--- config.mk ---
export PLATFORM = sky130hd
export DESIGN_NAME = delimited_decimal_frame_parser_top
export DESIGN_NICKNAME = d
export VERILOG_FILES = /design/src/sv/ddfp_pkg.sv /design/src/sv/ddfp_datapath.sv /design/src/sv/ddfp_ctrl.sv /design/src/sv/delimited_decimal_frame_parser_top.sv
export VERILOG_INCLUDE_DIRS = /design/src /design/src/sv
export SDC_FILE = /design/constraint.sdc
export NUM_CORES = 1
export LEC_CHECK = 0
export BUFFER_PORTS_ARGS = -buffer_cell sky130_fd_sc_hd__buf_2
export CAP_MARGIN = 0
export CORE_UTILIZATION = 57
export CTS_CLUSTER_DIAMETER = 150
export DETAILED_ROUTE_END_ITERATION = 8
export GPL_TIMING_DRIVEN = 1
export PLACE_DENSITY = 0.85
export SYNTH_ARGS = -nofsm -noshare
export SYNTH_HDL_FRONTEND = slang
export SYNTH_HIERARCHICAL = 1
export SYNTH_SLANG_ARGS = --single-unit
--- constraint.sdc ---
create_clock -name clock -period 4.3 [get_ports clock]
set_input_delay 0 -clock clock [delete_from_list [all_inputs] [get_ports clock]]
set_output_delay 0 -clock clock [all_outputs]
set_load 0.05 [all_outputs]
--- src/sv/delimited_decimal_frame_parser_top_macros.svh ---
// ----------------------------------------------------------------------------
// Assertion macros for the delimited decimal frame parser
// Shared concurrent-assertion shorthands, clocked on clock, reset by reset.
// ----------------------------------------------------------------------------
`ifndef DELIMITED_DECIMAL_FRAME_PARSER_TOP_MACROS_SVH
`define DELIMITED_DECIMAL_FRAME_PARSER_TOP_MACROS_SVH

// Consequent must hold in the same cycle as the antecedent.
`define DDFP_ASSERT_SAME(label, ante, cons) \
   label: assert property (@(posedge clock) disable iff (reset) (ante) |-> (cons)) \
      else $error("ddfp assertion failed");

// Consequent must hold in the cycle after the antecedent.
`define DDFP_ASSERT_NEXT(label, ante, cons) \
   label: assert property (@(posedge clock) disable iff (reset) (ante) |=> (cons)) \
      else $error("ddfp assertion failed");

`endif

--- src/sv/ddfp_pkg.sv ---
// ----------------------------------------------------------------------------
// ddfp_pkg
// Constants and shared types of the delimited decimal frame parser.
// ----------------------------------------------------------------------------
`default_nettype none

package ddfp_pkg;

   localparam int NUM_FIELDS = 4;
   localparam int DIGITS     = 3;

   localparam int BYTE_W      = 8;
   localparam int VAL_W       = 16;
   localparam int IDX_W       = 4;
   localparam int REQ_TDATA_W = 8;
   localparam int RSP_TDATA_W = 24;

   // field counter runs 0..NUM_FIELDS, digit counter 0..DIGITS
   localparam int FIDX_W = $clog2(NUM_FIELDS + 1);
   localparam int DCNT_W = $clog2(DIGITS + 1);
   localparam int ADDR_W = (NUM_FIELDS > 1) ? $clog2(NUM_FIELDS) : 1;

   localparam logic [BYTE_W-1:0] CH_START = 8'h23;
   localparam logic [BYTE_W-1:0] CH_END   = 8'h24;
   localparam logic [BYTE_W-1:0] CH_SEP   = 8'h2C;
   localparam logic [VAL_W-1:0]  CH_ZERO  = 16'h0030;

   typedef struct packed {
      logic is_start;
      logic is_end;
      logic is_sep;
      logic out_free;
   } ddfp_stat_type;

   typedef struct packed {
      logic              digit_we;
      logic              first_digit;
      logic [ADDR_W-1:0] wr_addr;
      logic              rd_en;
      logic [ADDR_W-1:0] rd_addr;
      logic              load_out;
      logic              out_last;
   } ddfp_cmd_type;

endpackage

`default_nettype wire

--- src/sv/ddfp_datapath.sv ---
// ----------------------------------------------------------------------------
// ddfp_datapath
// Byte decode, field accumulation, field store and result output register.
// ----------------------------------------------------------------------------
`default_nettype none

module ddfp_datapath (
   input  wire logic                             clock,
   input  wire logic                             reset,
   input  wire logic [ddfp_pkg::REQ_TDATA_W-1:0] req_tdata,
   input  wire logic                             csr_valid,
   output logic                                  csr_ready,
   input  wire logic                             csr_data,
   input  wire ddfp_pkg::ddfp_cmd_type           cmd,
   output ddfp_pkg::ddfp_stat_type               stat,
   output logic                                  rsp_tvalid,
   input  wire logic                             rsp_tready,
   output logic [ddfp_pkg::RSP_TDATA_W-1:0]      rsp_tdata,
   output logic                                  rsp_tlast
);
   import ddfp_pkg::*;

   logic              ascii_mode_ff;
   logic [VAL_W-1:0]  acc_ff;
   logic [VAL_W-1:0]  acc_in;
   logic [VAL_W-1:0]  acc_base;
   logic [VAL_W-1:0]  digit;
   logic [VAL_W-1:0]  acc_mem [NUM_FIELDS];
   logic [VAL_W-1:0]  rd_data_ff;
   logic              rsp_valid_ff;
   logic              rsp_valid_in;
   logic [VAL_W-1:0]  rsp_value_ff;
   logic [IDX_W-1:0]  rsp_index_ff;
   logic              rsp_last_ff;

   assign csr_ready = 1'b1;

   assign stat.is_start = (req_tdata == CH_START);
   assign stat.is_end   = (req_tdata == CH_END);
   assign stat.is_sep   = (req_tdata == CH_SEP);
   assign stat.out_free = !rsp_valid_ff || rsp_tready;

   // digit: byte minus '0' wrapping to 16 bits, or the raw byte
   always_comb begin
      if (ascii_mode_ff) begin
         digit = {{(VAL_W-BYTE_W){1'b0}}, req_tdata} - CH_ZERO;
      end else begin
         digit = {{(VAL_W-BYTE_W){1'b0}}, req_tdata};
      end
      acc_base = cmd.first_digit ? '0 : acc_ff;
      acc_in   = (acc_base << 3) + (acc_base << 1) + digit;
   end

   assign rsp_valid_in = cmd.load_out || (rsp_valid_ff && !rsp_tready);

   always_ff @(posedge clock) begin
      if (reset) begin
         ascii_mode_ff <= 1'b1;
         rsp_valid_ff  <= 1'b0;
      end else begin
         if (csr_valid) begin
            ascii_mode_ff <= csr_data;
         end
         rsp_valid_ff <= rsp_valid_in;
      end
   end

   always_ff @(posedge clock) begin
      if (cmd.digit_we) begin
         acc_ff               <= acc_in;
         acc_mem[cmd.wr_addr] <= acc_in;
      end
      if (cmd.rd_en) begin
         rd_data_ff <= acc_mem[cmd.rd_addr];
      end
      if (cmd.load_out) begin
         rsp_value_ff <= rd_data_ff;
         rsp_index_ff <= IDX_W'(cmd.rd_addr);
         rsp_last_ff  <= cmd.out_last;
      end
   end

   assign rsp_tvalid = rsp_valid_ff;
   assign rsp_tdata  = {{(RSP_TDATA_W-VAL_W-IDX_W){1'b0}}, rsp_index_ff, rsp_value_ff};
   assign rsp_tlast  = rsp_last_ff;

endmodule

`default_nettype wire

--- src/sv/ddfp_ctrl.sv ---
// ----------------------------------------------------------------------------
// ddfp_ctrl
// Frame state machine: digit and field counting, result read-out sequencing.
// ----------------------------------------------------------------------------
`default_nettype none

module ddfp_ctrl (
   input  wire logic                    clock,
   input  wire logic                    reset,
   input  wire logic                    req_tvalid,
   output logic                         req_tready,
   input  wire ddfp_pkg::ddfp_stat_type stat,
   output ddfp_pkg::ddfp_cmd_type       cmd
);
   import ddfp_pkg::*;

   `include "delimited_decimal_frame_parser_top_macros.svh"

   typedef enum logic [1:0] {
      S_HUNT,
      S_FRAME,
      S_READ,
      S_LOAD
   } state_type;

   state_type         state_ff, state_in;
   logic [DCNT_W-1:0] fcnt_ff, fcnt_in;
   logic [FIDX_W-1:0] fidx_ff, fidx_in;
   logic [ADDR_W-1:0] ptr_ff, ptr_in;
   logic              accept;
   logic              frame_full;
   logic              field_full;
   logic              ptr_last;

   assign req_tready = (state_ff == S_HUNT) || (state_ff == S_FRAME);
   assign accept     = req_tvalid && req_tready;
   assign frame_full = (fidx_ff == FIDX_W'(NUM_FIELDS));
   assign field_full = (fcnt_ff == DCNT_W'(DIGITS));
   assign ptr_last   = (ptr_ff == ADDR_W'(NUM_FIELDS - 1));

   always_comb begin
      state_in = state_ff;
      fcnt_in  = fcnt_ff;
      fidx_in  = fidx_ff;
      ptr_in   = ptr_ff;

      cmd.digit_we    = 1'b0;
      cmd.first_digit = (fcnt_ff == '0);
      cmd.wr_addr     = fidx_ff[ADDR_W-1:0];
      cmd.rd_en       = 1'b0;
      cmd.rd_addr     = ptr_ff;
      cmd.load_out    = 1'b0;
      cmd.out_last    = ptr_last;

      unique case (state_ff)
         S_HUNT: begin
            if (accept && stat.is_start) begin
               state_in = S_FRAME;
               fcnt_in  = '0;
               fidx_in  = '0;
            end
         end
         S_FRAME: begin
            if (accept) begin
               if (stat.is_end) begin
                  fcnt_in  = '0;
                  fidx_in  = '0;
                  ptr_in   = '0;
                  state_in = frame_full ? S_READ : S_HUNT;
               end else if (stat.is_sep) begin
                  if (field_full) begin
                     fcnt_in = '0;
                  end else begin
                     state_in = S_HUNT;
                  end
               end else if (field_full || frame_full) begin
                  // drop: digit beyond field or frame length
                  state_in = S_HUNT;
               end else begin
                  cmd.digit_we = 1'b1;
                  fcnt_in      = DCNT_W'(fcnt_ff + 1'b1);
                  if (DCNT_W'(fcnt_ff + 1'b1) == DCNT_W'(DIGITS)) begin
                     fidx_in = FIDX_W'(fidx_ff + 1'b1);
                  end
               end
            end
         end
         S_READ: begin
            cmd.rd_en = 1'b1;
            state_in  = S_LOAD;
         end
         S_LOAD: begin
            if (stat.out_free) begin
               cmd.load_out = 1'b1;
               if (ptr_last) begin
                  state_in = S_HUNT;
               end else begin
                  ptr_in   = ADDR_W'(ptr_ff + 1'b1);
                  state_in = S_READ;
               end
            end
         end
         default: begin
            state_in = S_HUNT;
         end
      endcase
   end

   always_ff @(posedge clock) begin
      if (reset) begin
         state_ff <= S_HUNT;
         fcnt_ff  <= '0;
         fidx_ff  <= '0;
         ptr_ff   <= '0;
      end else begin
         state_ff <= state_in;
         fcnt_ff  <= fcnt_in;
         fidx_ff  <= fidx_in;
         ptr_ff   <= ptr_in;
      end
   end

   `DDFP_ASSERT_SAME(a_counts_bounded, 1'b1,
                     (fcnt_ff <= DCNT_W'(DIGITS)) && (fidx_ff <= FIDX_W'(NUM_FIELDS)))
   `DDFP_ASSERT_NEXT(a_readout_starts_at_zero,
                     (state_ff == S_FRAME) && (state_in == S_READ), ptr_ff == '0)
   `DDFP_ASSERT_SAME(a_readout_needs_full_frame,
                     (state_ff == S_FRAME) && (state_in == S_READ), frame_full && accept)
   `DDFP_ASSERT_NEXT(a_load_after_read, state_ff == S_READ, state_ff == S_LOAD)
   `DDFP_ASSERT_SAME(a_no_intake_in_readout,
                     (state_ff == S_READ) || (state_ff == S_LOAD), !req_tready)

endmodule

`default_nettype wire

--- src/sv/delimited_decimal_frame_parser_top.sv ---
// ----------------------------------------------------------------------------
// delimited_decimal_frame_parser_top
// Parses '#' f0 ',' f1 ... '$' frames of fixed-width decimal fields.
// ----------------------------------------------------------------------------
// Feed one received byte per req item. While parsing, a byte is taken every
// cycle. A closing '$' on a frame with exactly NUM_FIELDS x DIGITS digits
// emits NUM_FIELDS rsp items (value, index, tlast on the final field); during
// that read-out req_tready stays low while each field is first read from the
// field store and then loaded into the output register, for all NUM_FIELDS
// fields (four by default), and while rsp back-pressure holds a load. The last
// result may still wait in the output register while new bytes are taken.
// Malformed frames (short field before ',', extra digit, short total before
// '$') are dropped silently and the parser hunts for the next '#'. A '#'
// inside a frame counts as a digit byte. csr_data sets ascii_mode (reset 1):
// 1 takes digit = byte - '0', 0 takes the raw byte; write it only when idle.
// ----------------------------------------------------------------------------
`default_nettype none

module delimited_decimal_frame_parser_top (
   input  wire logic                             clock,
   input  wire logic                             reset,
   // req_tdata: [7:0] rx_byte
   input  wire logic                             req_tvalid,
   output logic                                  req_tready,
   input  wire logic [ddfp_pkg::REQ_TDATA_W-1:0] req_tdata,
   // rsp_tdata: [15:0] field_value, [19:16] field_index, [23:20] zero
   // rsp_tlast: last_field
   output logic                                  rsp_tvalid,
   input  wire logic                             rsp_tready,
   output logic [ddfp_pkg::RSP_TDATA_W-1:0]      rsp_tdata,
   output logic                                  rsp_tlast,
   // csr_data: ascii_mode
   input  wire logic                             csr_valid,
   output logic                                  csr_ready,
   input  wire logic                             csr_data
);
   import ddfp_pkg::*;

   ddfp_cmd_type  cmd;
   ddfp_stat_type stat;

   // control: frame tracking and read-out sequencing
   ddfp_ctrl u_ctrl (
      .clock      (clock),
      .reset      (reset),
      .req_tvalid (req_tvalid),
      .req_tready (req_tready),
      .stat       (stat),
      .cmd        (cmd)
   );

   // datapath: decode, accumulate, store fields, hold the result
   ddfp_datapath u_datapath (
      .clock      (clock),
      .reset      (reset),
      .req_tdata  (req_tdata),
      .csr_valid  (csr_valid),
      .csr_ready  (csr_ready),
      .csr_data   (csr_data),
      .cmd        (cmd),
      .stat       (stat),
      .rsp_tvalid (rsp_tvalid),
      .rsp_tready (rsp_tready),
      .rsp_tdata  (rsp_tdata),
      .rsp_tlast  (rsp_tlast)
   );

endmodule

`default_nettype wire
# After elaboration in Yosys (flattened, before gate mapping)
# Memory sizes are Yosys's and may differ from the RTL's. A register that Yosys moved wholly into a read port is not among the register bits.
# Index checks and enable logic that the tools add are counted.
[classes]
n_addsub = 6
n_eq_ne = 22
mux = 41
reduce_logical = 17
[op_table]
columns = ["cell", "count"]
rows = [
  ["$mux 2", 19],
  ["$add 16x16->16", 2],
  ["$eq 8x6->1 const B", 3],
  ["$mux 3", 6],
  ["$mux 16", 1],
  ["$mux 15", 1],
  ["$reduce_and 5->1", 3],
  ["$ne 4x4->1 const B", 3],
  ["$eq 2x2->1 const B", 5],
  ["$mux 1", 10],
  ["$ne 3x3->1 const B", 3],
  ["$sub 8x6->9 const B", 1],
  ["$ne 2x2->1 const B", 4],
  ["$pmux 2 s2", 2],
  ["$pmux 2 s4", 1],
  ["$pmux 3 s2", 1],
  ["$reduce_and 6->1", 1],
  ["$add 2x1->2 const B", 2],
  ["$logic_not 2->1", 2],
  ["$logic_or 1x1->1", 4],
  ["$ne 4x3->1 const B", 1],
  ["$reduce_bool 2->1", 2],
  ["$add 3x1->3 const B", 1],
  ["$eq 3x3->1 const B", 1],
  ["other kinds (4)", 7],
]
[word_totals]
register_bits = 45
mem_bits_rw = 64
inputBits = 14
out_inout_bits = 28
elab_cells = 97
memories = 1
[mem_list]
columns = ["name", "words", "word_bits", "read_ports", "rd_ports_with_merged_regs", "write_ports", "line", "text"]
rows = [
  ["u_datapath.acc_mem", 4, 16, 1, 1, 1, "ddfp_datapath.sv:28", "logic [VAL_W-1:0] acc_mem [NUM_FIELDS];"],
]

# Logic depth before layout (Yosys ltp)
[logic_depth]
ltp_word = 9
depth_mapped = 13
depth_no_buf = 12

# Modules after synthesis
# Netlist, hierarchy kept.
[by_module_without_submodules]
columns = ["module", "instances", "cells_each", "area_per_inst_um2", "seq_area_each_um2"]
rows = [
  ["ddfp_datapath", 1, 306, 5163.7, 3463.3],
  ["ddfp_ctrl", 1, 70, 649.4, 180.2],
]

# Worst setup path after synthesis
# Ideal clock, no wire load.
[synth_timing]
path_type = "register -> register"
from = "register u_ctrl.fcnt_ff[0]"
to = "register u_datapath.acc_ff[14], data pin"
setup_time_ns = 0.277
t_arrival_ns = 3.172
required_ns = 4.023
slack_ns = 0.851
path_stages_with_launch = 13
path_buffers = 1
period_less_slack_ns = 3.449
path_cell_list = "dfxtp_1 -> inv_1 -> ha_1 -> clkbuf_1 -> nand2b_1 -> inv_1 -> fa_1 -> fa_1 -> a21o_1 -> a311o_1 -> a221o_1 -> a21oi_2 -> xnor2_1"
[synth_rtl]
columns = ["item", "line", "text"]
rows = [
  ["start, declared", "ddfp_ctrl.sv:27", "logic [DCNT_W-1:0] fcnt_ff, fcnt_in;"],
  ["start signal, assigned", "ddfp_ctrl.sv:117", "fcnt_ff <= fcnt_in;"],
  ["end signal, assigned", "ddfp_datapath.sv:70", "acc_ff <= acc_in;"],
  ["end, declared", "ddfp_datapath.sv:24", "logic [VAL_W-1:0] acc_ff;"],
]

==> reports/metrics.yaml <==
place:
  io_buffers: 34
  place.gp.congestion: 0.8754
  dpl_cell_area_um2: 6087
  dp_hpwl_mm: 6.622
pwr:
  power_density_nw_per_um2: 430.0
  peakVddDrop_uv: 279.7
  power.leakage_nw: 2.577
  power_mw: 2.918
floorplan:
  start_util_pct: 59.20
  die-height_um: 103.0
  core-area_um2: 9819
  die_w_um: 103.0
  dieArea_um2: 10610
  num_rows: 36
  io_pins: 42
yosys:
  avgSynthCellArea_um2: 15.46
  synth-edff-count: 114
  ys.flop_type: "edfxtp_1"
  yosys_warnings: 6
  seq_area_frac_synth_pct: 62.68
  ys_seq_elements: 125
  synth_cells: 376
  synth.distinct_cells: 61
  synthArstFlopShare_pct: 0
  syn_area_um2: 5813
critical_path:
  crit_fanout: 15
  rr_worst_depth: 10
  crit_path_start: "u_ctrl/fcnt_ff[0]$_SDFFE_PP0P_"
  path_class: "reg -> reg"
  start_kind: "register"
  critical_path_arrival_ps: 3940
  crit_path_end: "u_datapath/acc_mem[3][12]$_DFFE_PP_"
  r2r_slack_ps: 580
  cp-end-kind: "register"
  crit-reg2reg-launch: "u_ctrl/fcnt_ff[0]$_SDFFE_PP0P_"
  r2r-end: "u_datapath/acc_mem[3][12]$_DFFE_PP_"
  worstPathRequired_ps: 4520
sta:
  slew-limit-headroom_pct: 38.29
  drv_slew: 0
  grt_setup_unrepaired: "no"
  fmax_ghz: 0.2689
  clock_skew_ps: 10.35
  tightest_slew_ps: 925.7
  setup_viol: 0
  hold_viol: 0
  tns_ps: 0
  min_period_over_period_pct: 86.47
  min_period_ps: 3718
detailed_routing:
  dr.pass1.iters: 5
  viasPerCell: 5.665
  wl_per_cell_um: 17.84
  drt_wl_total_mm: 10.22
  drcViolationCount: 0
  via_count: 3246
  drt_iter0_drc: 253
  antenna_left: 0
clocking:
  cts_resized: 0
  cts_root_buf: "clkbuf_8"
  holdBufCountCts: 8
  cts_tree: "yes"
  cts_buffers: 17
  clk_pin_slew_ps: 60
  postCtsSetupRepairBufs: 0
  clk_latency_ps: 520
  cts_sinks: 125
  cts_max_level: 4
  clk_path_buf_depth: 2
cells_and_area:
  final_nets: 477
  regArea_um2: 3643
  finish.instance_area_um2: 6785
  n_antenna_cell: 0
  layout_commonest_cell: "edfxtp_1"
  drive_gt1_share_pct: 21.59
  synthToLayoutAreaGrowth_pct: 16.72
  mostFrequentLayoutCells: "edfxtp_1 (114), buf_2 (34), inv_1 (24), ha_1 (23)"
  fillers: 656
  multi_input_area_um2: 1979
run_status:
  status: "finished clean"
global_route:
  grt_pass1_vias: 3313
  grt-ovfl-total: 0
  track_usage_pct: 22.17
  grt_pass1_wl_mm: 16.81
  antenna_found_initial: 0
  grt_max_degree: 22
worst_hold_path:
  hold_path.class: "in -> reg"
job:
  cap_violations: 0
layer usage:
metal	share of wire (%)	global-route usage (%)	vias to the layer above	wire [µm]
met2	50	36.26	130	5075
met4	1.6	7.042	0	159
met5	0	0	-	0
li1	-	-	1508	-
met3	5.0	5.695	16	513
met1	44	29.35	1592	4474
cell type report:
type | instances | share of cell area (%)
Timing Repair Buffer | 47 | 4.241
Inverter | 24 | 1.328
Tap cell | 133 | 2.453
Clock buffer | 19 | 6.214
Sequential cell | 125 | 53.70
Multi-Input combinational cell | 212 | 29.17
Clock inverter | 13 | 2.895
where the power goes:
group	internal (mW)	total, mW	switching, mW
registers	1.33	1.33	0.00128
clock network	0.992	1.48	0.487
logic	0.0374	0.110	0.0728
synth_stat cells (6+ instances only):
| library cell | count | area, µm² |
|---|---|---|
| nor2b_1 | 12 | 75.07 |
| o21ai_0 | 6 | 30.03 |
| edfxtp_1 | 114 | 3423 |
| xnor2_1 | 11 | 96.34 |
| inv_1 | 24 | 90.09 |
| nand2_1 | 12 | 45.04 |
| nand2b_1 | 10 | 62.56 |
| fa_1 | 13 | 260.3 |
| ha_1 | 23 | 287.8 |
| dfxtp_1 | 11 | 220.2 |
| nor2_1 | 14 | 52.55 |
| mux4_2 | 16 | 360.4 |
| a21oi_1 | 16 | 80.08 |
| buf_4 | 10 | 75.07 |
flip-flops by register name, indices dropped and copies added (netlist names):
signal and cells:
u_ctrl/fcnt_ff 2, u_ctrl/fidx_ff 3, u_ctrl/ptr_ff 2, u_ctrl/state_ff 2, u_datapath/acc_ff 15, u_datapath/acc_mem 64, u_datapath/ascii_mode_ff 1, u_datapath/rd_data_ff 16
u_datapath/rsp_index_ff 2, u_datapath/rsp_tlast 1, u_datapath/rsp_tvalid 1, u_datapath/rsp_value_ff 16
stage by stage:
| stage | cells | hold slack (ps) | utilization (%) | setup WS (ps) |
|---|---|---|---|---|
| 2_1_floorplan | 381 | 69.07 | - | 851.3 |
| 3_3_place_gp | 533 | 201.7 | 61.99 | 723.9 |
| 3_5_place_dp | 533 | 209.2 | 61.99 | 571.9 |
| 4_1_cts | 573 | 82.92 | 69.10 | 535.4 |
| 5_1_grt | 573 | 118.3 | 69.10 | 295.4 |
| 6_report | 573 | 121.0 | 69.10 | 581.6 |
critical path, stage by stage (launching register included):
cell      delay [ps]
dfxtp_1          340
inv_1             90
ha_1             480
nand2b_1         230
inv_1             70
fa_1             500
fa_1             460
a21o_1           230
a31oi_1          260
a21oi_1          140
o311ai_1         610
worst min path at each step:
stage | startpoint | end | slack [ps] | cells past startpoint
6_report | req_tdata[2] | u_datapath/acc_ff[2]$_DFFE_PP_ | 120 | 3
5_1_grt | req_tdata[2] | u_ctrl/state_ff[0]$_SDFFE_PP0P_ | 120 | 4
3_5_place_dp | csr_data | u_datapath/ascii_mode_ff$_SDFFE_PP1P_ | 210 | 2
4_1_cts | req_tdata[2] | u_ctrl/state_ff[0]$_SDFFE_PP0P_ | 80 | 4
3_3_place_gp | csr_data | u_datapath/ascii_mode_ff$_SDFFE_PP1P_ | 200 | 2
2_1_floorplan | reset | u_datapath/rsp_tvalid$_SDFF_PP0_ | 70 | 1
cells by family after synthesis:
group                    share of synthesized area, %
buffers and inverters                           3.680
adder cells (fa/ha/maj)                         9.428
other                                          0.1292
AO/OA/AOI/OAI                                   6.802
AND/OR/NAND/NOR                                 7.598
multiplexers                                    7.275
XOR/XNOR                                        2.411
flip-flops                                      62.68
No activity file was read; power rests on OpenSTA's default activity.
